$ cat src/design/marker_gradient_area_density_defines.svh
// Assertion macros shared by the area density block.
// Included by modules that carry concurrent checks; needs clk and rst_n in scope.
`ifndef MARKER_GRADIENT_AREA_DENSITY_DEFINES_SVH
`define MARKER_GRADIENT_AREA_DENSITY_DEFINES_SVH

// Check a property while out of reset.
`define MGAD_ASSERT(lbl, prop, msg) \
    lbl: assert property (@(posedge clk) disable iff (!rst_n) prop) else $error(msg);

// Check a property at every edge, reset included.
`define MGAD_ASSERT_ALWAYS(lbl, prop, msg) \
    lbl: assert property (@(posedge clk) prop) else $error(msg);

`endif

$ cat src/design/mgad_pkg.sv
// Shared types and constants for the marker gradient area density block.
// No dependencies.
`timescale 1ns / 1ps
package mgad_pkg;

    localparam int INV_W   = 32;
    localparam int MAG_W   = 5;                  // |g| <= 16
    localparam int SQ_W    = 2 * INV_W + 2 * MAG_W - 1; // 73 bits, holds (|g|*inv)^2
    localparam int SUM_W   = SQ_W + 2;
    localparam int RAD_W   = 76;                 // even width for the root recurrence
    localparam int ROOT_W  = RAD_W / 2;
    localparam int REM_W   = ROOT_W + 2;
    localparam int OUT_W   = 40;
    localparam int FRAC_DROP = 4;
    localparam logic [15:0] LEVEL_RESET = 16'd16384;

    // Thresholded neighborhood of one cell.
    typedef struct packed {
        logic w, e, s, n, b, t;
        logic ws, wn, es, en_, wb, wt, eb, et, sb, st, nb, nt;
        logic wsb, esb, wnb, enb, wst, est, wnt, ent;
    } cell_flags_t;

    // Per-axis view: positive and negative side of the face, node and edge sets.
    typedef struct packed {
        logic       face_p;
        logic       face_m;
        logic [3:0] node_p;
        logic [3:0] node_m;
        logic [3:0] edge_p;
        logic [3:0] edge_m;
    } lane_flags_t;

endpackage

$ cat src/design/mgad_flags.sv
// Threshold stage: unpacks samples and compares face and edge sums and node samples to the level.
// Depends on mgad_pkg.
`timescale 1ns / 1ps
module mgad_flags #(
    parameter int SAMPLE_BITS = 16
) (
    input  logic                     clk,
    input  logic                     en,
    input  logic [15:0]              level,
    input  logic [15:0]              center_value,
    input  logic [47:0]              face_west_east_south,
    input  logic [47:0]              face_north_bottom_top,
    input  logic [63:0]              edges_xy,
    input  logic [63:0]              edges_xz,
    input  logic [63:0]              edges_yz,
    input  logic [63:0]              nodes_low,
    input  logic [63:0]              nodes_high,
    input  logic [mgad_pkg::INV_W-1:0] inv_dx,
    input  logic [mgad_pkg::INV_W-1:0] inv_dy,
    input  logic [mgad_pkg::INV_W-1:0] inv_dz,
    output mgad_pkg::cell_flags_t    flags,
    output logic [mgad_pkg::INV_W-1:0] inv_x,
    output logic [mgad_pkg::INV_W-1:0] inv_y,
    output logic [mgad_pkg::INV_W-1:0] inv_z
);
    localparam int SB = SAMPLE_BITS;

    function automatic logic [SB-1:0] pick(input logic [63:0] word, input int idx);
        logic [127:0] ext;
        ext = {64'd0, word} >> (idx * SB);
        return ext[SB-1:0];
    endfunction

    logic [SB-1:0] c, lvl;
    logic [SB-1:0] w, e, s, n, b, t;
    logic [SB+1:0] l2, l4;
    mgad_pkg::cell_flags_t flags_next, flags_reg;
    logic [mgad_pkg::INV_W-1:0] inv_x_reg, inv_y_reg, inv_z_reg;

    function automatic logic face_f(input logic [SB-1:0] a, input logic [SB-1:0] cc,
                                    input logic [SB+1:0] lim);
        return ((SB+2)'(a) + (SB+2)'(cc)) >= lim;
    endfunction

    function automatic logic edge_f(input logic [SB-1:0] cc, input logic [SB-1:0] d,
                                    input logic [SB-1:0] a, input logic [SB-1:0] bb,
                                    input logic [SB+1:0] lim);
        return ((SB+2)'(cc) + (SB+2)'(d) + (SB+2)'(a) + (SB+2)'(bb)) >= lim;
    endfunction

    always_comb
    begin
        c   = pick({48'd0, center_value}, 0);
        lvl = pick({48'd0, level}, 0);
        w = pick({16'd0, face_west_east_south}, 0);
        e = pick({16'd0, face_west_east_south}, 1);
        s = pick({16'd0, face_west_east_south}, 2);
        n = pick({16'd0, face_north_bottom_top}, 0);
        b = pick({16'd0, face_north_bottom_top}, 1);
        t = pick({16'd0, face_north_bottom_top}, 2);
        l2 = {1'b0, lvl, 1'b0};
        l4 = {lvl, 2'b00};

        flags_next.w = face_f(w, c, l2);
        flags_next.e = face_f(e, c, l2);
        flags_next.s = face_f(s, c, l2);
        flags_next.n = face_f(n, c, l2);
        flags_next.b = face_f(b, c, l2);
        flags_next.t = face_f(t, c, l2);

        flags_next.ws  = edge_f(c, pick(edges_xy, 0), w, s, l4);
        flags_next.wn  = edge_f(c, pick(edges_xy, 1), w, n, l4);
        flags_next.es  = edge_f(c, pick(edges_xy, 2), e, s, l4);
        flags_next.en_ = edge_f(c, pick(edges_xy, 3), e, n, l4);
        flags_next.wb  = edge_f(c, pick(edges_xz, 0), w, b, l4);
        flags_next.wt  = edge_f(c, pick(edges_xz, 1), w, t, l4);
        flags_next.eb  = edge_f(c, pick(edges_xz, 2), e, b, l4);
        flags_next.et  = edge_f(c, pick(edges_xz, 3), e, t, l4);
        flags_next.sb  = edge_f(c, pick(edges_yz, 0), s, b, l4);
        flags_next.st  = edge_f(c, pick(edges_yz, 1), s, t, l4);
        flags_next.nb  = edge_f(c, pick(edges_yz, 2), n, b, l4);
        flags_next.nt  = edge_f(c, pick(edges_yz, 3), n, t, l4);

        flags_next.wsb = pick(nodes_low, 0) >= lvl;
        flags_next.esb = pick(nodes_low, 1) >= lvl;
        flags_next.wnb = pick(nodes_low, 2) >= lvl;
        flags_next.enb = pick(nodes_low, 3) >= lvl;
        flags_next.wst = pick(nodes_high, 0) >= lvl;
        flags_next.est = pick(nodes_high, 1) >= lvl;
        flags_next.wnt = pick(nodes_high, 2) >= lvl;
        flags_next.ent = pick(nodes_high, 3) >= lvl;
    end

    always_ff @(posedge clk)
    begin
        if (en)
        begin
            flags_reg <= flags_next;
            inv_x_reg <= inv_dx;
            inv_y_reg <= inv_dy;
            inv_z_reg <= inv_dz;
        end
    end

    assign flags = flags_reg;
    assign inv_x = inv_x_reg;
    assign inv_y = inv_y_reg;
    assign inv_z = inv_z_reg;
endmodule

$ cat config.mk
export PLATFORM = sky130hd
export DESIGN_NAME = mgad_flags
export DESIGN_NICKNAME = d
export VERILOG_FILES = /design/src/design/marker_gradient_area_density_defines.svh /design/src/design/mgad_pkg.sv /design/src/design/mgad_flags.sv
export SDC_FILE = /design/constraint.sdc
export NUM_CORES = 2
export LEC_CHECK = 0
export ABC_AREA = 0
export BUFFER_PORTS_ARGS = -buffer_cell sky130_fd_sc_hd__buf_4
export CAP_MARGIN = 20
export CORE_AREA = 2 2 262 264
export CTS_CLUSTER_SIZE = 25
export DETAILED_ROUTE_END_ITERATION = 16
export DIE_AREA = 0 0 264 266
export MAX_ROUTING_LAYER = met4
export PLACE_DENSITY = 0.73
export SYNTH_ARGS = -nofsm -noshare
export SYNTH_HDL_FRONTEND = slang
export SYNTH_SLANG_ARGS = --single-unit
$ cat constraint.sdc
create_clock -name clk -period 5.7 [get_ports clk]
set_input_delay 0 -clock clk [delete_from_list [all_inputs] [get_ports clk]]
set_output_delay 0 -clock clk [all_outputs]
set_load 0.02 [all_outputs]
Yosys cells after proc, flatten, opt, wreduce, memory -nomap -nowiden
Index checks and enable logic that the tools add are counted.
{"block": "op_classes", "n_addsub": 42, "order_cmp": 26}
{"cell": "adder 16 x 16 -> 17 bit", "count": 18}
{"cell": "adder 17 x 16 -> 18 bit", "count": 12}
{"cell": "adder 18 x 16 -> 18 bit", "count": 12}
{"cell": "greater-or-equal comparator 18 bit", "count": 12}
{"cell": "greater-or-equal comparator 16 bit", "count": 8}
{"cell": "greater-or-equal comparator 17 bit", "count": 6}
{"block": "totals", "input_bits": 546, "ff_bits": 122, "wordCells": 97}

Logic depth before layout (Yosys ltp)
{"block": "logic_depth", "ltp_word": 4, "depth_mapped": 21}

Least setup slack after synthesis
Ideal clock, no wire load.
{"block": "synth_path", "path_kind": "input port to flip-flop", "from": "in center_value[1]", "to": "reg flags_reg (netlist bit flags[9]), data pin", "setup_slack_ns": 0.681, "path_stages": 20, "n_path_buf": 0, "setup_ns": 0.263, "t_arrival_ns": 4.756, "cell_sequence": "inv_1 -> fa_1 -> inv_1 -> fa_1 -> ha_1 -> inv_1 -> fa_1 -> nor2b_4 -> o31a_1 -> o31a_1 -> or4_4 -> a311o_1 -> a21oi_2 -> xnor2_1 -> ha_1 -> and4_1 -> a21oi_1 -> nand2_1 -> nor4_1 -> a21oi_1"}
{"item": "start, declared", "line": "mgad_flags.sv:10", "source": "input logic [15:0] center_value,"}
{"item": "end signal, assigned", "line": "mgad_flags.sv:98", "source": "flags_reg <= flags_next;"}
{"item": "end, declared", "line": "mgad_flags.sv:37", "source": "mgad_pkg::cell_flags_t flags_next, flags_reg;"}

==> impl_metrics.yaml <==
timing:
  hold_violations: 0
  fmax_mhz: 202
  timing.slew.headroom_pct: 27.5
  drv_slew: 0
  final.period_utilization_pct: 86.8
  period_minus_slack_ns: 4.95
  finalSetupTns_ns: 0
  rsz0062_at_grt: "false"
  tightest_slew_ns: 1.08
  setup_violations: 0
floorplan:
  start_util_pct: 51.6
  die_w_um: 264
  row_count: 96
  die_h_um: 266
  io_pins: 668
  fp.coreArea_mm2: 0.0677
  die_area_mm2: 0.0702
cells_and_area:
  fin_nets: 6357
  layout.cells.non_filler: 5605
  drive_gt1_share_pct: 16.6
  fillers: 5842
  syn2layout_area_growth_pct: 23.5
job:
  drv_cap: 0
worst_setup_path:
  cp-start-kind: "input port"
  path_cells: "buf_4 -> inv_1 -> fa_1 -> inv_1 -> fa_1 -> ha_1 -> inv_1 -> fa_1 -> nor2b_1 -> o21ai_0 -> a21oi_1 -> o22ai_1 -> o21ai_0 -> mux2_2 -> a221oi_1 -> ha_1 -> a21o_1 -> a221o_1 -> a21oi_1 -> o31a_1 -> a31oi_1"
  cp_slowest_cell: "fa_1"
  endpoint_kind: "register"
  worstPathArrival_ns: 5.16
  cpPeakStageDelay_ns: 0.54
  critPathKind: "input port to register"
  required_ns: 5.91
  worst-path-max-fanout: 9
global_routing:
  grt.total_usage_pct: 38.6
  overflow: 0
  antenna_found_initial: 7
  grt_pass1_vias: 31000
  grt_pass1_wl_mm: 194
  grt_start_max_net_pins: 66
logic_synthesis:
  synth_edf_count: 122
  netlist_top_cells_area: "ha_1, fa_1, edfxtp_1"
  synth_fp_nets: 5519
  ys_ff_latch: 122
  syn_avg_cell_area_um2: 9.03
  syn_inst: 3867
  yosysUniqueCellTypes: 71
  synth_most_common_cell: "ha_1"
  post_synth_instance_area_mm2: 0.0349
  yosysTopAreaCellShare_pct: 25.6
  async_flop_share_pct: 0
  synth-seq-area-share_pct: 10.5
  yosysWarnings: 0
  netlist_top_cells_count: "ha_1, inv_1, fa_1"
  synth_area_leader_cell: "ha_1"
  ys.flop_type: "edfxtp_1"
run_status:
  status: "completed"
cts:
  cts_tree: "done"
  clk_pin_slew_ns: 0.08
  cts_buffer_depth: 2
  numCtsBuffers: 17
  root_buffer: "clkbuf_16"
  cts_num_sinks: 122
  cts_resized: 0
  htreeDepth: 4
routing:
  wire_per_inst_um: 23.7
  antenna_left: 0
  drc: 0
  firstDrtPassIters: 6
  vias: 32500
  via_per_inst: 5.79
  drt_iter0_markers: 3392
  wl_mm: 133
place:
  place.port_buffers: 667
  placed_cells: 5452
  place.detailed.hpwl_mm: 110
  globalplace.congestion: 1.02
hold_path:
  min_path_cells: 4
  hold_path_class: "input port to register"
power:
  ir_worst_vdd_mv: 0.173
  p_leak_nw: 22.1
  power_density_mw_per_mm2: 283
[repair_timing]
item / in CTS / in global routing
hold endpoints to repair: 103 / 0
hold buffers: 116 / 0
buffers inserted: 0 / 0
[report_power, final]
group          internal [W]  total (W)  switching (W)  leakage, nW
combinational       0.00435    0.00983        0.00548         20.6
sequential          0.00114    0.00120      0.0000565         1.19
clock              0.000581    0.00119       0.000606        0.273
[worst max-delay path: cells and delay by family]
family / cells / cell delay, ns
mux: 1 / 0.39
simple gates: 1 / 0.15
fa+ha+maj: 5 / 1.93
buf+inv: 4 / 0.40
compound gates: 10 / 2.27
[area by class of cell]
cell class	instances	area, um2	share of cell area (%)
clock inverters	15	150	0.348
well taps	882	1100	2.56
clock buffers	17	425	0.986
inverters	685	2570	5.96
flip-flops and latches	122	3660	8.49
multi-input cells	3041	28600	66.3
diodes	5	12.5	0.0290
repair buffers	838	6590	15.3
[path summary, 6_finish.rpt]
| check | start | end | slack [ns] |
|---|---|---|---|
| setup / recovery | center_value[1] | flags[18] | 0.75 |
| hold / removal | nodes_high[63] | flags[0] | 0.07 |
[through the flow]
step	cell area [um2]	utilization [%]	total power [W]	hold slack, ns	worst slack [ns]
final	43100	63.7	0.0122	0.0710	0.750
after CTS	43100	63.7	0.0120	0.0177	0.963
after detailed placement	41400	61.1	0.0106	0.179	0.447
after floorplan	34900	-	0.00803	0.0989	0.681
after global placement	41400	61.1	0.0105	0.178	0.532
after global routing	43100	63.7	0.0134	0.0411	0.550
[kinds of logic (layout without fill, tap and decap cells)]
kind of cell / count (synthesis) / after routing / synth area share [%]
adders and majority gates: 1106 / 1106 / 48.0
AOI/OAI and AO/OA: 1025 / 1025 / 18.8
buffers and inverters: 704 / 1555 / 7.57
and+or+nand+nor: 703 / 703 / 9.96
xor gates and xnor gates: 195 / 195 / 4.89
DFF: 122 / 122 / 10.5
muxes: 12 / 12 / 0.347
other: 0 / 5 / 0
[routing by layer]
layer | track usage (%) | vias up | wire length, um
met4 | 16.5 | 0 | 6470
met5 | - | - | 0
met3 | 6.70 | 256 | 13000
met1 | 51.1 | 15300 | 55100
li1 | - | 15300 | -
met2 | 58.3 | 1629 | 58300
[layout by cell type, fill, tap and decap left out, drive strengths merged, types with 17 or more instances in the layout]
master / instances
a221oi: 17
nand4: 59
ha: 716
a211oi: 32
and3: 32
nor2: 171
nor2b: 50
o21a: 50
o31a: 19
nor3: 81
nand2b: 41
fa: 390
nand3: 38
o21ai: 217
dlygate4sd3: 116
buf: 722
a31oi: 30
inv: 693
xnor2: 147
nand2: 165
o211ai: 21
xor2: 48
a21oi: 313
o21bai: 36
edfxtp: 122
a21o: 153
a211o: 18
clkbuf: 17
Power figures use the tool's default switching activity.
