$ cat src/design/marker_gradient_area_density_defines.svh
// Assertion macros shared by the area density block.
// Included by modules that carry concurrent checks; needs clk and rst_n in scope.
`ifndef MARKER_GRADIENT_AREA_DENSITY_DEFINES_SVH
`define MARKER_GRADIENT_AREA_DENSITY_DEFINES_SVH

// Check a property while out of reset.
`define MGAD_ASSERT(lbl, prop, msg) \
    lbl: assert property (@(posedge clk) disable iff (!rst_n) prop) else $error(msg);

// Check a property at every edge, reset included.
`define MGAD_ASSERT_ALWAYS(lbl, prop, msg) \
    lbl: assert property (@(posedge clk) prop) else $error(msg);

`endif

$ cat src/design/mgad_pkg.sv
// Shared types and constants for the marker gradient area density block.
// No dependencies.
`timescale 1ns / 1ps
package mgad_pkg;

    localparam int INV_W   = 32;
    localparam int MAG_W   = 5;                  // |g| <= 16
    localparam int SQ_W    = 2 * INV_W + 2 * MAG_W - 1; // 73 bits, holds (|g|*inv)^2
    localparam int SUM_W   = SQ_W + 2;
    localparam int RAD_W   = 76;                 // even width for the root recurrence
    localparam int ROOT_W  = RAD_W / 2;
    localparam int REM_W   = ROOT_W + 2;
    localparam int OUT_W   = 40;
    localparam int FRAC_DROP = 4;
    localparam logic [15:0] LEVEL_RESET = 16'd16384;

    // Thresholded neighborhood of one cell.
    typedef struct packed {
        logic w, e, s, n, b, t;
        logic ws, wn, es, en_, wb, wt, eb, et, sb, st, nb, nt;
        logic wsb, esb, wnb, enb, wst, est, wnt, ent;
    } cell_flags_t;

    // Per-axis view: positive and negative side of the face, node and edge sets.
    typedef struct packed {
        logic       face_p;
        logic       face_m;
        logic [3:0] node_p;
        logic [3:0] node_m;
        logic [3:0] edge_p;
        logic [3:0] edge_m;
    } lane_flags_t;

endpackage

$ cat src/design/mgad_lane.sv
// One axis lane: gradient magnitude, then the square of |g| * inv; three register stages in all.
// Depends on mgad_pkg.
`timescale 1ns / 1ps
module mgad_lane (
    input  logic                         clk,
    input  logic                         en,
    input  mgad_pkg::lane_flags_t        lf,
    input  logic [mgad_pkg::INV_W-1:0]   inv,
    output logic [mgad_pkg::SQ_W-1:0]    sq
);
    localparam int MW = mgad_pkg::MAG_W;
    localparam int IW = mgad_pkg::INV_W;

    logic [MW-1:0]     pos, neg, mag_next;
    logic [MW-1:0]     mag_reg;
    logic [IW-1:0]     inv_reg;
    logic [2*MW-2:0]   mag_sq_reg;
    logic [2*IW-1:0]   inv_sq_reg;
    logic [mgad_pkg::SQ_W-1:0] sq_reg;

    // Weight faces by 4, edges by 2, nodes by 1 on each side.
    always_comb
    begin
        pos = MW'({lf.face_p, 2'b00}) + MW'($countones(lf.node_p))
            + MW'({$countones(lf.edge_p), 1'b0});
        neg = MW'({lf.face_m, 2'b00}) + MW'($countones(lf.node_m))
            + MW'({$countones(lf.edge_m), 1'b0});
        mag_next = (pos >= neg) ? pos - neg : neg - pos;
    end

    always_ff @(posedge clk)
    begin
        if (en)
        begin
            mag_reg    <= mag_next;
            inv_reg    <= inv;
            mag_sq_reg <= (2*MW-1)'(mag_reg) * (2*MW-1)'(mag_reg);
            inv_sq_reg <= (2*IW)'(inv_reg) * (2*IW)'(inv_reg);
            sq_reg     <= mgad_pkg::SQ_W'(inv_sq_reg) * mgad_pkg::SQ_W'(mag_sq_reg);
        end
    end

    assign sq = sq_reg;
endmodule

$ cat config.mk
export PLATFORM = sky130hd
export DESIGN_NAME = mgad_lane
export DESIGN_NICKNAME = d
export VERILOG_FILES = /design/src/design/marker_gradient_area_density_defines.svh /design/src/design/mgad_pkg.sv /design/src/design/mgad_lane.sv
export SDC_FILE = /design/constraint.sdc
export NUM_CORES = 2
export LEC_CHECK = 0
export ABC_AREA = 1
export BUFFER_PORTS_ARGS = -buffer_cell sky130_fd_sc_hd__buf_2
export CELL_PAD_IN_SITES_DETAIL_PLACEMENT = 1
export CELL_PAD_IN_SITES_GLOBAL_PLACEMENT = 1
export CORE_MARGIN = 4
export CORE_UTILIZATION = 40
export CTS_BUF_LIST = sky130_fd_sc_hd__clkbuf_8
export DETAILED_ROUTE_END_ITERATION = 6
export PLACE_DENSITY = 0.74
export SLEW_MARGIN = 40
export SYNTH_ARGS = -nofsm -noshare
export SYNTH_HDL_FRONTEND = slang
export SYNTH_SLANG_ARGS = --single-unit
$ cat constraint.sdc
create_clock -name clk -period 8.15 [get_ports clk]
set_clock_uncertainty 0.2 [all_clocks]
set_input_delay 2.445 -clock clk [delete_from_list [all_inputs] [get_ports clk]]
set_output_delay 2.445 -clock clk [all_outputs]
set_load 0.02 [all_outputs]
# ---- Word-level counts from Yosys, hierarchy flattened
# Index checks and enable logic that the tools add are counted.
dict set report totals {
  ff_bits 183
  latch_bits 0
  ram_bits 0
  mem_bits_ro 0
  in_bits 52
  out_inout_bits 73
  wordCells 28
  memories 0
}
dict set report op_classes {
  addsub 18
  n_mul 3
  div 0
  n_lt_le_gt_ge 1
  eq_ne 0
  shifts 0
  muxes 1
  bitwise_logic 0
  reduce_logical 0
}
# op count
set ops {}
lappend ops {{$mul 64x9->73} 1}
lappend ops {{$mul 32x32->64} 1}
lappend ops {{$add 1x1->2} 8}
lappend ops {{$add 2x2->3} 4}
lappend ops {{$add 4x4->5} 2}
lappend ops {{$sub 5x5->5} 2}
lappend ops {{$mul 5x5->9} 1}
lappend ops {{$add 3x3->4} 2}
lappend ops {{$ge 5x5->1} 1}
lappend ops {{$mux 5} 1}

# ---- Depth between registers and ports, before layout
dict set report logic_depth {
  ltp_word 6
  ltp_mapped 32
  mapped_depth_nobuf 30
}

# ---- Worst setup path after synthesis
# OpenSTA, ideal clock, no wires.
dict set report synth_timing {
  kind {reg2reg}
  from {reg inv_reg[4]}
  to {reg inv_sq_reg[39], data pin}
  setup_time_ns 0.252
  arrival_ns 6.485
  required_ns 7.698
  setup_slack_ns 1.213
  path_stages_with_launch 27
  n_path_buf 2
  period_less_slack_ns 6.937
  path_cell_list {edfxtp_1 clkbuf_1 buf_1 nand2_1 fa_1 inv_1 fa_1 inv_1 fa_1 fa_1 inv_1 fa_1 inv_1 fa_1 inv_1 fa_1 fa_1 ha_1 nand2_1 nor2_1 nand2_1 inv_1 nand4_1 nand3b_1 nand3_1 nand3_1 nand2_1}
}
dict set report synth_via {
  elab_chain_cells 1
}
# item line
set synth_lines {}
lappend synth_lines {{from (decl)} mgad_lane.sv:16} ;# logic [IW-1:0] inv_reg;
lappend synth_lines {{from (signal assigned)} mgad_lane.sv:36} ;# inv_reg <= inv;
lappend synth_lines {{$mul 32x32->64} mgad_lane.sv:38} ;# inv_sq_reg <= (2*IW)'(inv_reg) * (2*IW)'(inv_reg);
lappend synth_lines {{to (signal assigned)} mgad_lane.sv:38}
lappend synth_lines {{to (decl)} mgad_lane.sv:18} ;# logic [2*IW-1:0] inv_sq_reg;
# Every way passes these cells.
# A chain may end at the register's enable or synchronous reset.

# ---- Final worst setup path
dict set report layout_timing {
  from {reg inv_reg[2]}
  to {reg inv_sq_reg[59], data pin}
}
# Same word-level chain as after synthesis.

==> results.txt <==
----------------------------------------------------
[Layout]
  Final net count ... 8809
  Commonest non-fill, non-tap cell in the layout ... sky130_fd_sc_hd__inv_1
  Synth-to-layout area growth ... 5.744%
  Top library cells by usage in the layout, fill and taps aside ... sky130_fd_sc_hd__inv_1, sky130_fd_sc_hd__nand2_1, sky130_fd_sc_hd__fa_1
  Flip-flop count of the largest register, all copies and words added ... around 70
  Fraction of layout instances using a drive strength above 1 ... between 5 and 6%

[CTS]
  CTS tree ... yes
  Clock root cell ... sky130_fd_sc_hd__clkbuf_8
  Total clock sinks ... 180
  Total CTS buffers ... 17
  Number of H-tree branching levels ... 4
  Largest buffer count on any clock path ... 2
  Cts hold-fix bufs ... 0
  Later-pin clock latency in the skew report ... 670 ps
  Post-CTS clock slew at the launch and capture registers of the worst setup and hold paths ... 140 ps

[Floorplan]
  Area of the core region ... 139900 um^2
  Die footprint ... 147300 um^2
  Vertical die dimension ... 383.8 um
  Effective utilization at floorplan ... 40.38%
  Die width ... roughly 380 um
  Number of core rows ... 137
  I/O pin total ... 125

[Setup path]
  Maximum fanout encountered on the critical timing path ... 17
  Worst endpoint data arrival time ... 8010 ps
  Most Frequent Cell on Critical Path ... sky130_fd_sc_hd__fa_1
  Critical Path Sink Type ... register
  Kind of start point of the critical path ... register
  Setup Crit Path Kind ... register to register
  Maximum single-stage delay on the critical path ... 920 ps
  Worst path cell trace ... nand2_1, inv_1, fa_1, inv_1, fa_1, fa_1, fa_1, inv_1, fa_1, inv_1, fa_1, fa_1, fa_1, inv_1, ha_1, a21oi_1, o21ai_0, a21oi_1, nand3_1, nand2_1, nand3_1, nand2_1, nand2_1
  Cell with the largest stage delay on the worst path ... sky130_fd_sc_hd__edfxtp_1
  Worst path required time ... 8360 ps

[Route]
  Residual DRC count ... 0
  Detailed-route via count ... 43640
  Detailed Route Iter0 Violations ... 2205
  First-pass DRT Iterations ... 5
  Avg WL per Cell ... 18.62 um
  Wire length reported by the detailed router ... 167.5 mm
  ANT nets after route ... 0
  Via density per instance ... 4.851

[Flow run]
  Max-cap violation count ... 0

[Synthesis]
  Post-Synthesis Cell Area ... 56490 um^2
  Post-synthesis area per instance ... a little under 8 um^2
  Number of synthesized register bits ... 180
  Post-synthesis sequential area ratio ... 9.569%
  Ys Warns ... 0
  Number of distinct library cells after synthesis ... 39
  Count of mapped cells out of synthesis ... slightly above 7000

[Timing]
  Max_slew headroom ... a little under two fifths
  Number of setup violations in the final report ... 0
  Crit path time final ... 7791 ps
  Worst Max-Slew Pin Slew ... between 900 and 1000 ps
  Max frequency ... 128.3 MHz
  Total Neg Setup Slack ... 0 ps
  Final hold violations ... 0
  Setup repair after global routing missed its margin ... false
  Final slew viol count ... 0
  Period utilisation layout ... 95.60%

[GRT]
  Total Routing Usage GR ... 23.51%
  Number of global-route vias before repair ... 50280
  Global-route congestion overflow total ... 0
  First-pass GRT wire length ... 271.4 mm
  Pin count of the biggest net entering global routing ... 64
  Initial antenna violation count ... 2

[Status]
  Outcome ... complete, no violations

[Placed design]
  Final RePlAce weighted congestion ... between 0.9 and 1
  Sum of net half-perimeters after detailed placement ... 144.7 mm
  Number of port buffers ... 123

[Hold path]
  Hold Path Class ... register to register

----------------------------------------------------
final timing paths:
path | startpoint | slack, ps | to | cells after the start
worst max register to register | inv_reg[2] | 360 | inv_sq_reg[59] | 23
worst min-delay path | mag_reg[0] | 410 | mag_sq_reg[0] | 0
worst max-delay path | inv_reg[2] | 360 | inv_sq_reg[59] | 23
worst min register to register | mag_reg[0] | 410 | mag_sq_reg[0] | 0
worst max-delay path, delay by kind of cell (launching register included):
| family | cells | cell delay (ps) |
|---|---|---|
| flip-flops | 1 | 920 |
| adder cells (fa/ha/maj) | 9 | 4200 |
| AND/OR/NAND/NOR | 6 | 980 |
| buffers and inverters | 5 | 360 |
| AO/OA/AOI/OAI | 3 | 870 |
per-stage QoR:
step	hold slack (ps)	setup slack [ps]	std cells	util, %	area [um^2]
after floorplan	312.5	1213	7115	-	56490
after global placement	380.1	274.5	8945	42.27	59120
after detailed placement	386.8	256.2	8949	42.31	59180
after CTS	420.9	202.3	8981	42.59	59570
after global routing	446.1	67.03	8995	42.70	59730
final	411.8	358.8	8997	42.70	59730
cells in the mapped netlist:
master                     count  area (um^2)
sky130_fd_sc_hd__inv_1      2214         8310
sky130_fd_sc_hd__nand2_1    1847         6933
sky130_fd_sc_hd__fa_1       1170        23420
sky130_fd_sc_hd__ha_1        484         6056
sky130_fd_sc_hd__nor2_1      268         1006
sky130_fd_sc_hd__clkbuf_1    216        810.8
sky130_fd_sc_hd__a21oi_1     181        905.9
sky130_fd_sc_hd__edfxtp_1    180         5405
sky130_fd_sc_hd__xor2_1      103        902.1
sky130_fd_sc_hd__nand3_1      95        475.5
sky130_fd_sc_hd__o21ai_0      85        425.4
sky130_fd_sc_hd__o21bai_1     27        202.7
sky130_fd_sc_hd__inv_2        25        93.84
sky130_fd_sc_hd__nand2_2      24        150.1
sky130_fd_sc_hd__nor2_2       24        150.1
sky130_fd_sc_hd__xnor2_1      23        201.4
sky130_fd_sc_hd__nor3_1       19        95.09
sky130_fd_sc_hd__nand4_1      18        112.6
sky130_fd_sc_hd__buf_1        13        48.80
sky130_fd_sc_hd__nand3_2      12        120.1
sky130_fd_sc_hd__a21o_1       11        82.58
sky130_fd_sc_hd__o21ai_1      11        55.05
sky130_fd_sc_hd__o21a_1        7        52.55
sky130_fd_sc_hd__or2_2         7        43.79
sky130_fd_sc_hd__a31o_2        6        52.55
sky130_fd_sc_hd__nor2_4        6        67.56
sky130_fd_sc_hd__nor3_2        6        60.06
sky130_fd_sc_hd__a21oi_2       5        43.79
sky130_fd_sc_hd__nand3b_1      5        37.54
sky130_fd_sc_hd__o21ai_2       5        43.79
sky130_fd_sc_hd__a31oi_1       4        25.02
sky130_fd_sc_hd__nor4_2        3        37.54
sky130_fd_sc_hd__buf_4         2        15.01
sky130_fd_sc_hd__conb_1        2        7.510
sky130_fd_sc_hd__a21boi_0      1        7.510
sky130_fd_sc_hd__and2_1        1        6.260
sky130_fd_sc_hd__clkinv_1      1        3.750
sky130_fd_sc_hd__nor4_1        1        6.260
sky130_fd_sc_hd__o21bai_2      1        11.26
area by class of cell:
class	instances	area [um^2]
Clock inverter	15	161.4
Clock buffer	17	234.0
Inverter	2240	8408
Sequential cell	180	5405
Antenna cell	5	12.51
Timing Repair Buffer	200	1354
Tap cell	1876	2347
Fill cell	17230	80140
Multi-Input combinational cell	4464	41810
per-layer routing:
metal,global-route usage (%),wire (um),vias up
met5,0,0,-
met4,4.599,3088,0
met3,2.202,6296,186
met2,42.51,85100,846
met1,30.75,73030,22490
li1,-,-,20120
repair_timing:
action / CTS / global route
resized for setup: 0 / 1
buffers inserted: 0 / 5
setup endpoints to repair: 0 / 2
cells by family after synthesis:
group / count (synthesis) / synth area share, %
buf+inv: 2471 / 16.43
simple gates: 2336 / 16.47
fa+ha+maj: 1654 / 52.19
compound gates: 344 / 3.378
flops: 180 / 9.569
xor+xnor: 126 / 1.954
other cells: 2 / 0.01330
Power is left out: the tool's default activity adds up to more than one toggle a clock period on the data nets, which glitch-free logic cannot reach.
